**config.mk**
```make
export PLATFORM = sky130hd
export DESIGN_NAME = dns_response_matcher
export DESIGN_NICKNAME = d
export VERILOG_FILES = /design/src/hdl/dnsrm_pkg.sv /design/src/hdl/dns_response_matcher.sv
export SDC_FILE = /design/constraint.sdc
export NUM_CORES = 2
export LEC_CHECK = 0
export ABC_AREA = 0
export BUFFER_PORTS_ARGS = -buffer_cell sky130_fd_sc_hd__buf_2
export CAP_MARGIN = 40
export CORE_UTILIZATION = 49
export CTS_CLUSTER_SIZE = 28
export DETAILED_ROUTE_END_ITERATION = 12
export MAX_ROUTING_LAYER = met4
export PLACE_DENSITY_LB_ADDON = 0.15
export SETUP_SLACK_MARGIN = 0.15
export SLEW_MARGIN = 20
export SYNTH_ARGS = -nofsm -noshare
export SYNTH_HDL_FRONTEND = slang
export SYNTH_SLANG_ARGS = --single-unit
export TNS_END_PERCENT = 5
```
**constraint.sdc**
```tcl
create_clock -name aclk -period 12.35 [get_ports aclk]
set_input_delay 1.8525 -clock aclk [delete_from_list [all_inputs] [get_ports aclk]]
set_output_delay 1.8525 -clock aclk [all_outputs]
set_load 0.02 [all_outputs]
```
**src/hdl/dnsrm_pkg.sv**
```systemverilog
`default_nettype none
// ----------------------------------------------------------------------------
// dnsrm_pkg
// Types and constants for the dns response matcher: parse phases, header
// layout, record constants and the packed result word.
// ----------------------------------------------------------------------------
package dnsrm_pkg;

    localparam int DEF_PENDING_SLOTS    = 16;
    localparam int DEF_MAX_PACKET_BYTES = 512;

    localparam logic [15:0] HDR_BYTES  = 16'd12;
    localparam logic [15:0] IDX_ID_HI  = 16'd0;
    localparam logic [15:0] IDX_ID_LO  = 16'd1;
    localparam logic [15:0] IDX_FLG_HI = 16'd2;
    localparam logic [15:0] IDX_FLG_LO = 16'd3;
    localparam logic [15:0] IDX_AN_HI  = 16'd6;
    localparam logic [15:0] IDX_AN_LO  = 16'd7;

    localparam logic [7:0]  PTR_MARK     = 8'hC0;
    localparam logic [15:0] A_RDLEN      = 16'd4;
    localparam logic [15:0] QFIXED_BYTES = 16'd4;
    localparam logic [15:0] RRHDR_BYTES  = 16'd10;
    localparam logic [15:0] RRHDR_KEYED  = 16'd6;
    localparam logic [31:0] IN_A_KEY     = 32'h0001_0001;
    localparam int          QR_BIT       = 15;

    localparam logic KIND_QUERY    = 1'b0;
    localparam logic KIND_RESPONSE = 1'b1;

    typedef enum logic [1:0] {
        ST_IGNORED = 2'd0,
        ST_NOADDR  = 2'd1,
        ST_ADDR    = 2'd2
    } status_t;

    typedef enum logic [3:0] {
        PH_HDR    = 4'd0,
        PH_QNAME  = 4'd1,
        PH_QLABEL = 4'd2,
        PH_QPTR   = 4'd3,
        PH_QFIXED = 4'd4,
        PH_ANAME  = 4'd5,
        PH_ALABEL = 4'd6,
        PH_APTR   = 4'd7,
        PH_RRHDR  = 4'd8,
        PH_RDATA  = 4'd9,
        PH_ADDR   = 4'd10,
        PH_DONE   = 4'd11
    } phase_t;

    // lowest bit first: accepted, query_id, status, ipv4_address
    typedef struct packed {
        logic [31:0] ipv4_address;
        status_t     status;
        logic [15:0] query_id;
        logic        accepted;
    } result_t;

    localparam int RESULT_W = $bits(result_t);
    localparam int TDATA_W  = ((RESULT_W + 7) / 8) * 8;

endpackage
`default_nettype wire

```
**src/hdl/dns_response_matcher.sv**
```systemverilog
`default_nettype none
// ----------------------------------------------------------------------------
// dns_response_matcher
// Path from input word to result word: input stage, then result reg.
// Throughput: one word per cycle, query or response byte alike, while the result side
// is not stalled; the pending table lookup and the byte parser are combinational.
// Reset (aresetn low, synchronous): pending table empty, next id 1, parser
// back at the header, both stages empty. Stored ids need no reset.
// ----------------------------------------------------------------------------
module dns_response_matcher #(
    parameter int PENDING_SLOTS    = dnsrm_pkg::DEF_PENDING_SLOTS,
    parameter int MAX_PACKET_BYTES = dnsrm_pkg::DEF_MAX_PACKET_BYTES
) (
    input  wire logic                          aclk,
    input  wire logic                          aresetn,
    input  wire logic                          s_tvalid,
    output logic                               s_tready,
    input  wire logic [7:0]                    s_tdata,  // data_byte
    input  wire logic                          s_tuser,  // kind
    input  wire logic                          s_tlast,  // last
    output logic                               m_tvalid,
    input  wire logic                          m_tready,
    // accepted, query_id, status, ipv4_address, zero fill
    output logic [dnsrm_pkg::TDATA_W-1:0]      m_tdata
);

    localparam logic [15:0] MAX_BYTES = 16'(MAX_PACKET_BYTES);

    // input stage
    logic        in_valid_reg, in_valid_next;
    logic        in_kind_reg;
    logic [7:0]  in_data_reg;
    logic        in_last_reg;

    // result stage
    logic                out_valid_reg, out_valid_next;
    dnsrm_pkg::result_t  out_data_reg, out_data_next;

    // pending table
    logic [15:0]              next_id_reg, next_id_next;
    logic [PENDING_SLOTS-1:0] pend_valid_reg, pend_valid_next;
    logic [15:0]              pend_ids_reg [PENDING_SLOTS];
    // newer_reg[i][j]: slot i was registered after slot j
    logic [PENDING_SLOTS-1:0] newer_reg [PENDING_SLOTS];
    logic [PENDING_SLOTS-1:0] newer_next [PENDING_SLOTS];

    // parser
    dnsrm_pkg::phase_t phase_reg, phase_next;
    logic [15:0] byte_offset_reg, byte_offset_next;
    logic [15:0] skip_reg, skip_next;
    logic [15:0] answers_reg, answers_next;
    logic [31:0] shift_reg, shift_next;
    logic [15:0] flags_reg, flags_next;
    logic [15:0] resp_id_reg, resp_id_next;
    logic        rr_in_a_reg, rr_in_a_next;
    logic [31:0] found_reg, found_next;
    logic        found_ok_reg, found_ok_next;

    logic                     s_accept;
    logic                     advance;
    logic                     produce;
    logic                     table_full;
    logic                     ins_en;
    logic [PENDING_SLOTS-1:0] free_oh;
    logic [PENDING_SLOTS-1:0] match_vec;
    logic [PENDING_SLOTS-1:0] hit_vec;
    logic                     any_hit;
    logic [15:0]              skip_dec;
    logic [15:0]              answers_dec;
    logic [31:0]              shift_in;

    assign advance  = in_valid_reg && (!out_valid_reg || m_tready);
    assign s_tready = !in_valid_reg || advance;
    assign s_accept = s_tvalid && s_tready;
    assign produce  = (in_kind_reg == dnsrm_pkg::KIND_QUERY) || in_last_reg;

    assign m_tvalid = out_valid_reg;
    assign m_tdata  = dnsrm_pkg::TDATA_W'(out_data_reg);

    assign table_full  = &pend_valid_reg;
    assign free_oh     = ~pend_valid_reg & (pend_valid_reg + PENDING_SLOTS'(1));
    assign ins_en      = advance && (in_kind_reg == dnsrm_pkg::KIND_QUERY) && !table_full;
    assign skip_dec    = skip_reg - 16'd1;
    assign answers_dec = answers_reg - 16'd1;
    assign shift_in    = {shift_reg[23:0], in_data_reg};

    // newest matching slot wins
    always_comb begin
        for (int i = 0; i < PENDING_SLOTS; i++) begin
            match_vec[i] = pend_valid_reg[i] && (pend_ids_reg[i] == resp_id_reg);
        end
        for (int i = 0; i < PENDING_SLOTS; i++) begin
            hit_vec[i] = match_vec[i] && !(|(match_vec & ~newer_reg[i]));
        end
        any_hit = |match_vec;
    end

    always_comb begin
        in_valid_next = in_valid_reg;
        if (s_accept) begin
            in_valid_next = 1'b1;
        end else if (advance) begin
            in_valid_next = 1'b0;
        end

        out_valid_next = out_valid_reg;
        if (advance && produce) begin
            out_valid_next = 1'b1;
        end else if (m_tready) begin
            out_valid_next = 1'b0;
        end
    end

    // parser and table update
    always_comb begin
        next_id_next     = next_id_reg;
        pend_valid_next  = pend_valid_reg;
        newer_next       = newer_reg;
        phase_next       = phase_reg;
        byte_offset_next = byte_offset_reg;
        skip_next        = skip_reg;
        answers_next     = answers_reg;
        shift_next       = shift_reg;
        flags_next       = flags_reg;
        resp_id_next     = resp_id_reg;
        rr_in_a_next     = rr_in_a_reg;
        found_next       = found_reg;
        found_ok_next    = found_ok_reg;

        out_data_next              = '0;
        out_data_next.status       = dnsrm_pkg::ST_IGNORED;

        if (advance && in_kind_reg == dnsrm_pkg::KIND_QUERY) begin
            if (!table_full) begin
                pend_valid_next = pend_valid_reg | free_oh;
                for (int i = 0; i < PENDING_SLOTS; i++) begin
                    if (free_oh[i]) begin
                        newer_next[i] = '1;
                    end else begin
                        newer_next[i] = newer_reg[i] & ~free_oh;
                    end
                end
                out_data_next.accepted = 1'b1;
                out_data_next.query_id = next_id_reg;
                next_id_next           = next_id_reg + 16'd1;
            end
        end else if (advance) begin
            if (byte_offset_reg < MAX_BYTES) begin
                case (phase_reg)
                    dnsrm_pkg::PH_HDR: begin
                        case (byte_offset_reg)
                            dnsrm_pkg::IDX_ID_HI:  resp_id_next = {in_data_reg, 8'h00};
                            dnsrm_pkg::IDX_ID_LO:  resp_id_next = {resp_id_reg[15:8], in_data_reg};
                            dnsrm_pkg::IDX_FLG_HI: flags_next   = {in_data_reg, 8'h00};
                            dnsrm_pkg::IDX_FLG_LO: flags_next   = {flags_reg[15:8], in_data_reg};
                            dnsrm_pkg::IDX_AN_HI:  answers_next = {in_data_reg, 8'h00};
                            dnsrm_pkg::IDX_AN_LO:  answers_next = {answers_reg[15:8], in_data_reg};
                            default: ;
                        endcase
                        if (byte_offset_reg >= dnsrm_pkg::HDR_BYTES - 16'd1) begin
                            phase_next = dnsrm_pkg::PH_QNAME;
                        end
                    end
                    dnsrm_pkg::PH_QNAME, dnsrm_pkg::PH_ANAME: begin
                        if (in_data_reg == 8'h00) begin
                            if (phase_reg == dnsrm_pkg::PH_QNAME) begin
                                skip_next  = dnsrm_pkg::QFIXED_BYTES;
                                phase_next = dnsrm_pkg::PH_QFIXED;
                            end else begin
                                skip_next    = dnsrm_pkg::RRHDR_BYTES;
                                shift_next   = '0;
                                rr_in_a_next = 1'b0;
                                phase_next   = dnsrm_pkg::PH_RRHDR;
                            end
                        end else if ((in_data_reg & dnsrm_pkg::PTR_MARK) == dnsrm_pkg::PTR_MARK) begin
                            phase_next = (phase_reg == dnsrm_pkg::PH_QNAME) ?
                                         dnsrm_pkg::PH_QPTR : dnsrm_pkg::PH_APTR;
                        end else begin
                            skip_next  = {8'h00, in_data_reg};
                            phase_next = (phase_reg == dnsrm_pkg::PH_QNAME) ?
                                         dnsrm_pkg::PH_QLABEL : dnsrm_pkg::PH_ALABEL;
                        end
                    end
                    dnsrm_pkg::PH_QLABEL, dnsrm_pkg::PH_ALABEL: begin
                        skip_next = skip_dec;
                        if (skip_dec == 16'd0) begin
                            phase_next = (phase_reg == dnsrm_pkg::PH_QLABEL) ?
                                         dnsrm_pkg::PH_QNAME : dnsrm_pkg::PH_ANAME;
                        end
                    end
                    dnsrm_pkg::PH_QPTR: begin
                        skip_next  = dnsrm_pkg::QFIXED_BYTES;
                        phase_next = dnsrm_pkg::PH_QFIXED;
                    end
                    dnsrm_pkg::PH_APTR: begin
                        skip_next    = dnsrm_pkg::RRHDR_BYTES;
                        shift_next   = '0;
                        rr_in_a_next = 1'b0;
                        phase_next   = dnsrm_pkg::PH_RRHDR;
                    end
                    dnsrm_pkg::PH_QFIXED, dnsrm_pkg::PH_RDATA: begin
                        skip_next = skip_dec;
                        if (skip_dec == 16'd0) begin
                            phase_next = (answers_reg == 16'd0) ?
                                         dnsrm_pkg::PH_DONE : dnsrm_pkg::PH_ANAME;
                        end
                    end
                    dnsrm_pkg::PH_RRHDR: begin
                        shift_next = shift_in;
                        skip_next  = skip_dec;
                        if (skip_dec == dnsrm_pkg::RRHDR_KEYED) begin
                            rr_in_a_next = (shift_in == dnsrm_pkg::IN_A_KEY);
                        end
                        if (skip_dec == 16'd0) begin
                            if (rr_in_a_reg && shift_in[15:0] == dnsrm_pkg::A_RDLEN) begin
                                shift_next = '0;
                                skip_next  = dnsrm_pkg::A_RDLEN;
                                phase_next = dnsrm_pkg::PH_ADDR;
                            end else begin
                                answers_next = answers_dec;
                                if (shift_in[15:0] == 16'd0) begin
                                    phase_next = (answers_dec == 16'd0) ?
                                                 dnsrm_pkg::PH_DONE : dnsrm_pkg::PH_ANAME;
                                end else begin
                                    skip_next  = shift_in[15:0];
                                    phase_next = dnsrm_pkg::PH_RDATA;
                                end
                            end
                        end
                    end
                    dnsrm_pkg::PH_ADDR: begin
                        shift_next = shift_in;
                        skip_next  = skip_dec;
                        if (skip_dec == 16'd0) begin
                            found_next    = shift_in;
                            found_ok_next = 1'b1;
                            phase_next    = dnsrm_pkg::PH_DONE;
                        end
                    end
                    default: ;
                endcase
            end

            if (byte_offset_reg != 16'hFFFF) begin
                byte_offset_next = byte_offset_reg + 16'd1;
            end

            if (in_last_reg) begin
                if (byte_offset_next >= dnsrm_pkg::HDR_BYTES && any_hit) begin
                    pend_valid_next        = pend_valid_reg & ~hit_vec;
                    out_data_next.query_id = resp_id_reg;
                    if (found_ok_next && flags_reg[dnsrm_pkg::QR_BIT]) begin
                        out_data_next.status       = dnsrm_pkg::ST_ADDR;
                        out_data_next.ipv4_address = found_next;
                    end else begin
                        out_data_next.status = dnsrm_pkg::ST_NOADDR;
                    end
                end
                phase_next       = dnsrm_pkg::PH_HDR;
                byte_offset_next = '0;
                skip_next        = '0;
                answers_next     = '0;
                shift_next       = '0;
                flags_next       = '0;
                resp_id_next     = '0;
                rr_in_a_next     = 1'b0;
                found_next       = '0;
                found_ok_next    = 1'b0;
            end
        end
    end

    always_ff @(posedge aclk) begin
        if (!aresetn) begin
            in_valid_reg    <= 1'b0;
            out_valid_reg   <= 1'b0;
            next_id_reg     <= 16'd1;
            pend_valid_reg  <= '0;
            for (int i = 0; i < PENDING_SLOTS; i++) begin
                newer_reg[i] <= '0;
            end
            phase_reg       <= dnsrm_pkg::PH_HDR;
            byte_offset_reg <= '0;
            skip_reg        <= '0;
            answers_reg     <= '0;
            shift_reg       <= '0;
            flags_reg       <= '0;
            resp_id_reg     <= '0;
            rr_in_a_reg     <= 1'b0;
            found_reg       <= '0;
            found_ok_reg    <= 1'b0;
        end else begin
            in_valid_reg    <= in_valid_next;
            out_valid_reg   <= out_valid_next;
            next_id_reg     <= next_id_next;
            pend_valid_reg  <= pend_valid_next;
            newer_reg       <= newer_next;
            phase_reg       <= phase_next;
            byte_offset_reg <= byte_offset_next;
            skip_reg        <= skip_next;
            answers_reg     <= answers_next;
            shift_reg       <= shift_next;
            flags_reg       <= flags_next;
            resp_id_reg     <= resp_id_next;
            rr_in_a_reg     <= rr_in_a_next;
            found_reg       <= found_next;
            found_ok_reg    <= found_ok_next;
        end
    end

    // payload, no reset
    always_ff @(posedge aclk) begin
        if (s_accept) begin
            in_kind_reg <= s_tuser;
            in_data_reg <= s_tdata;
            in_last_reg <= s_tlast;
        end
        if (advance && produce) begin
            out_data_reg <= out_data_next;
        end
        for (int i = 0; i < PENDING_SLOTS; i++) begin
            if (ins_en && free_oh[i]) begin
                pend_ids_reg[i] <= next_id_reg;
            end
        end
    end

endmodule
`default_nettype wire

```
Yosys cells after proc, flatten, opt, wreduce, memory -nomap -nowiden --
Memory sizes are Yosys's and may differ from the RTL's. Cells that the tools add are included.
Storage, ports and cells: register bits 485, latch bits 0, memory bits (writable) 256, memory bits (read-only) 0, output and inout port bits 58, memories 1
Memory list:
- pend_ids_reg | depth 16, width 16, rd ports 16, clocked after Yosys merged registers in 0, write ports 1, line dns_response_matcher.sv:42 | logic [15:0] pend_ids_reg [PENDING_SLOTS];
Operators by class: add/subtract/negate cells 5, $mul 0, divide/modulo/power cells 0, $lt $le $gt $ge 3, equality and inequality tests 52, shift-type cells 0, multiplexer cells 176, bitwise logic cells 61, reduce and logical (&&, ||, !) cells 151
Operators with widths (number):
- 16-bit two-way mux | 61
- 16-bit bitwise AND | 34
- 16-bit OR reduction | 32
- 16-bit NOT | 19
- 16-bit equality test | 16
- 24-bit two-way mux | 6
- 32-bit two-way mux | 4
- 16-bit case mux with 2 select lines | 4
- 4-bit two-way mux | 29
- 24-bit case mux with 4 select lines | 1
- 16-bit logical NOT | 5
- 16-bit case mux with 5 select lines | 1
- 16-bit by 3-bit equality test with 1-bit output (second input constant) | 4
- 1-bit two-way mux | 62
- 1-bit logical AND | 56
- 16-bit by 1-bit adder with 16-bit output (second input constant) | 3
- 16-bit by 2-bit equality test with 1-bit output (second input constant) | 2
- 32-bit by 17-bit equality test with 1-bit output (second input constant) | 1
- 16-bit by 4-bit >= comparator with 1-bit output (second input constant) | 2
- 4-bit case mux with 8 select lines | 1
- 16-bit by 1-bit subtractor with 16-bit output (second input constant) | 2
- 3-bit inequality test (second input constant) | 10
- 1-bit logical NOT | 19
- 6-bit AND reduction | 3
- other kinds (37) | 71

Logic depth before layout (Yosys ltp) --
word-level depth 24, depth in mapped cells 14, mapped depth without buffers 10

Worst setup path after synthesis --
OpenSTA, ideal clock, no wires.
kind input-to-reg, from input port m_tready, to register out_data_reg (netlist bit m_tdata[0]), enable pin, arrival time 4.583 ns, required time 11.872 ns, setup slack 7.289 ns, stages on the path 3, cells stage by stage nand2b_1 > nand2_1 > a21oi_1
On the way: longest elaborated chain between the ends 3
Ends and longest elaborated chain:
- start: declaration | line dns_response_matcher.sv:22 | input wire logic m_tready,
- 1-bit logical OR | line dns_response_matcher.sv:72 | assign advance = in_valid_reg && (!out_valid_reg || m_tready);
- 1-bit logical AND | line dns_response_matcher.sv:72
- 1-bit logical AND | line dns_response_matcher.sv:318 | if (advance && produce) begin
- end signal: assignment | line dns_response_matcher.sv:319 | out_data_reg <= out_data_next;
- end: declaration | line dns_response_matcher.sv:37 | dnsrm_pkg::result_t out_data_reg, out_data_next;
Every way passes these cells. A chain may end at the register's enable or synchronous reset.

Final worst setup path --
from input port m_tready, to register newer_reg[10] (netlist name)
On the way: longest elaborated chain between the ends 4
Ends and longest elaborated chain:
- 1-bit logical OR | line dns_response_matcher.sv:72
- 1-bit logical AND | line dns_response_matcher.sv:72
- 1-bit logical AND | line dns_response_matcher.sv:133 | if (advance && in_kind_reg == dnsrm_pkg::KIND_QUERY) begin
- 2-bit AND reduction (no source line)
- end signal: assignment | line dns_response_matcher.sv:297 | newer_reg <= newer_next;
- end: declaration | line dns_response_matcher.sv:44 | logic [PENDING_SLOTS-1:0] newer_reg [PENDING_SLOTS];
Every way passes these cells.

==> results.md <==
- # DRC: 0
- Die Area: 67000 µm²
- Row Count: 93
- Synth warn: 0
- CP Class: input pin to flop
- Nets: 3212
- Status: complete, no violations
- Clk pin slew, worst setup/hold paths: 0.06 ns
- Fin crit period: 4.66 ns
- Power Density: 139 nW/µm²
- Synth cell types: 93
- Top_reg_cell synth: dfxtp_1
- First-pass GRT wire length: 153 mm
- Chip height: 259 µm
- Area Overhead vs Synth: 12.0%
- # Max-Cap Violations: 0
- CTS tree: built
- Root Driver: clkbuf_16
- Hold-fix buffers at CTS: 0
- Largest net degree at the start of global routing: 81
- Top cell type's share of synthesized area: 29.4%
- Tcrit/Tclk final: 37.7%
- Fmax: 215 MHz
- Worst EP required: 12.92 ns
- Top cell type by total area after synthesis: edfxtp_1
- Slew Viols, Final: 0
- GR peak layer: met2
- Synthesized area: 32300 µm²
- Count of placed standard cells including taps: 3946
- Die span in x: 259 µm
- Slew at the pin closest to its max-slew limit: 0.889 ns
- Clock Latency Late Sink: 0.64 ns
- Core Area: 64800 µm²
- Fraction of registers with async set/reset: 0%
- Final Hold Fails: 0
- Share of cells above drive strength 1: 10.9%
- Crit Path Max Fanout: 18
- GR Layer Usage met2: 49.0%
- Port buffer count: 66
- Count leader, synth: dfxtp_1
- Congestion Overflow GR: 0
- Vias in the first global route: 24232
- CTS sink cnt: 734
- Final wirelength: 102 mm
- Final Worst Setup Slack: 7.69 ns
- Num ports: 72
- Sequential-to-total area share from yosys stat: 55.3%
- Post-synth top cells: 417 x dfxtp_1, 360 x nand2_1, 317 x edfxtp_1, 270 x xor2_1, 244 x nor2_1
- RSZ-0062 raised after global routing: no
- Final setup viols: 0
- Overall routing resource usage: 31.0%
- Routed Antenna Nets: 0
- Post-cts resize count: 0
- Hold WC Path Type: flop to flop
- H-tree levels: 3
- Worst Hold Margin: 0.442 ns
- Rel. slew slack: 40.8%
- Postcts setup bufs: 0
- Detailed placer's ending HPWL: 63.9 mm
- CTS buffer count: 78
- Grt met3 use: 4.69%
- Final Wtd Congestion: 0.921
- EDFF count, synth: 317
- Crit path DAT: 5.23 ns
- Routed len/inst: 24.9 µm
- Initial Util: 49.9%
- CP startpoint kind: input pin
- Worst Setup End Kind: flop
- Synthesized area per cell: 10.2 µm²
- Mapped Cells: 3154
- Pre-CTS WS: 7.13 ns
- Met1 Resource Use GR: 40.2%
- Initial drt markers: 3181
- Clock skew: 0.0280 ns
- Peak VDD IR: 111 µV
- Register bit total from synthesis: 734
- Pleak: 15.6 nW
- Drt first pass iters: 6
- Vias/cell: 6.26
- Non-filler cells in the finished layout: 4104
- Initial antenna violation count: 1
- Synth area leaders: edfxtp_1 29%, dfxtp_1 26%, xor2_1 7.3%
- Setup_tns: 0 ns
- CTS max path bufs: 3
- Filler cells: 5566
- Vias: 25705
area by class of cell:
type                    instances  area [µm²]  share of cell area [%]
multi-input cells            2142       13200                    36.4
repair buffers                166        1290                    3.55
well taps                     855        1070                    2.95
clock buffers                 111        2220                    6.12
diodes                          2        5.00                  0.0138
inverters                      65         249                   0.687
clock inverters                29         335                   0.926
flip-flops and latches        734       17900                    49.3
stage by stage:
step           utilization (%)  instance area (µm²)  power, mW
6_report                  55.9                36200       5.03
5_1_grt                   55.9                36200       5.17
4_1_cts                   55.5                36000       5.05
3_5_place_dp              51.6                33400       2.73
3_3_place_gp              51.1                33100       2.73
2_1_floorplan                -                32300       2.68
per-layer routing:
layer	up-vias	wire (µm)
li1	11527	-
met1	12585	41300
met2	1318	47800
met3	275	8830
met4	0	4100
met5	-	0
power breakdown:
| part | switching [mW] | internal (mW) | total, mW |
|---|---|---|---|
| Combinational | 0.104 | 0.0377 | 0.142 |
| Sequential | 0.0129 | 2.53 | 2.54 |
| Clock | 0.988 | 1.36 | 2.35 |
worst max-delay path, stage by stage:
cell and delay (ns):
buf_2 0.09, nand2b_1 0.16, nand3b_1 0.27, nor3_1 0.54, and3_1 0.30, nand3b_1 0.49, inv_1 0.79, nand2_1 0.53
nand2_1 0.20
path summary, 6_finish.rpt:
| path | start | endpoint | slack [ns] | cells past startpoint |
|---|---|---|---|---|
| max reg2reg | byte_offset_reg[1] | m_tdata[29] | 8.20 | 11 |
| min reg2reg | newer_reg[63] | newer_reg[63] | 0.44 | 2 |
| max | m_tready | newer_reg[10] | 7.69 | 9 |
| min | newer_reg[63] | newer_reg[63] | 0.44 | 2 |
placed cells by master (no fill, tap or decap), types with 9 or more instances in the layout:
master     count
and3_1        12
nand2_1      360
buf_8         10
buf_2         67
nor3_1        71
or3_1         15
nand4b_1      15
a32o_1        24
o32a_1         9
edfxtp_1     317
a22o_1        17
clkbuf_8      12
a32oi_1       10
o21ai_0       84
or4_1          9
o31ai_1       12
mux2i_1       16
a31oi_1       16
clkinv_2      13
xnor2_1       35
a21oi_1      161
nor2_1       241
a21o_1        95
nand3_1      103
or4b_1         9
nor4b_1       16
nand2b_1      16
xor2_1       270
ha_1          11
o22ai_1      123
clkbuf_1      19
a21oi_2       32
inv_1         63
o21a_1        14
dfxtp_1      415
nor4_1       124
buf_4         75
nand4_1       57
clkbuf_16     80
logic make-up after synthesis:
kind of cell,after synthesis,share of synthesized area (%)
buf+inv,282,4.09
mux,18,0.565
simple gates,1119,17.1
fa+ha+maj,11,0.426
xor+xnor,305,8.26
compound gates,684,14.3
flops,734,55.3
other cells,1,0.0116
(Power assumes the default switching activity.)
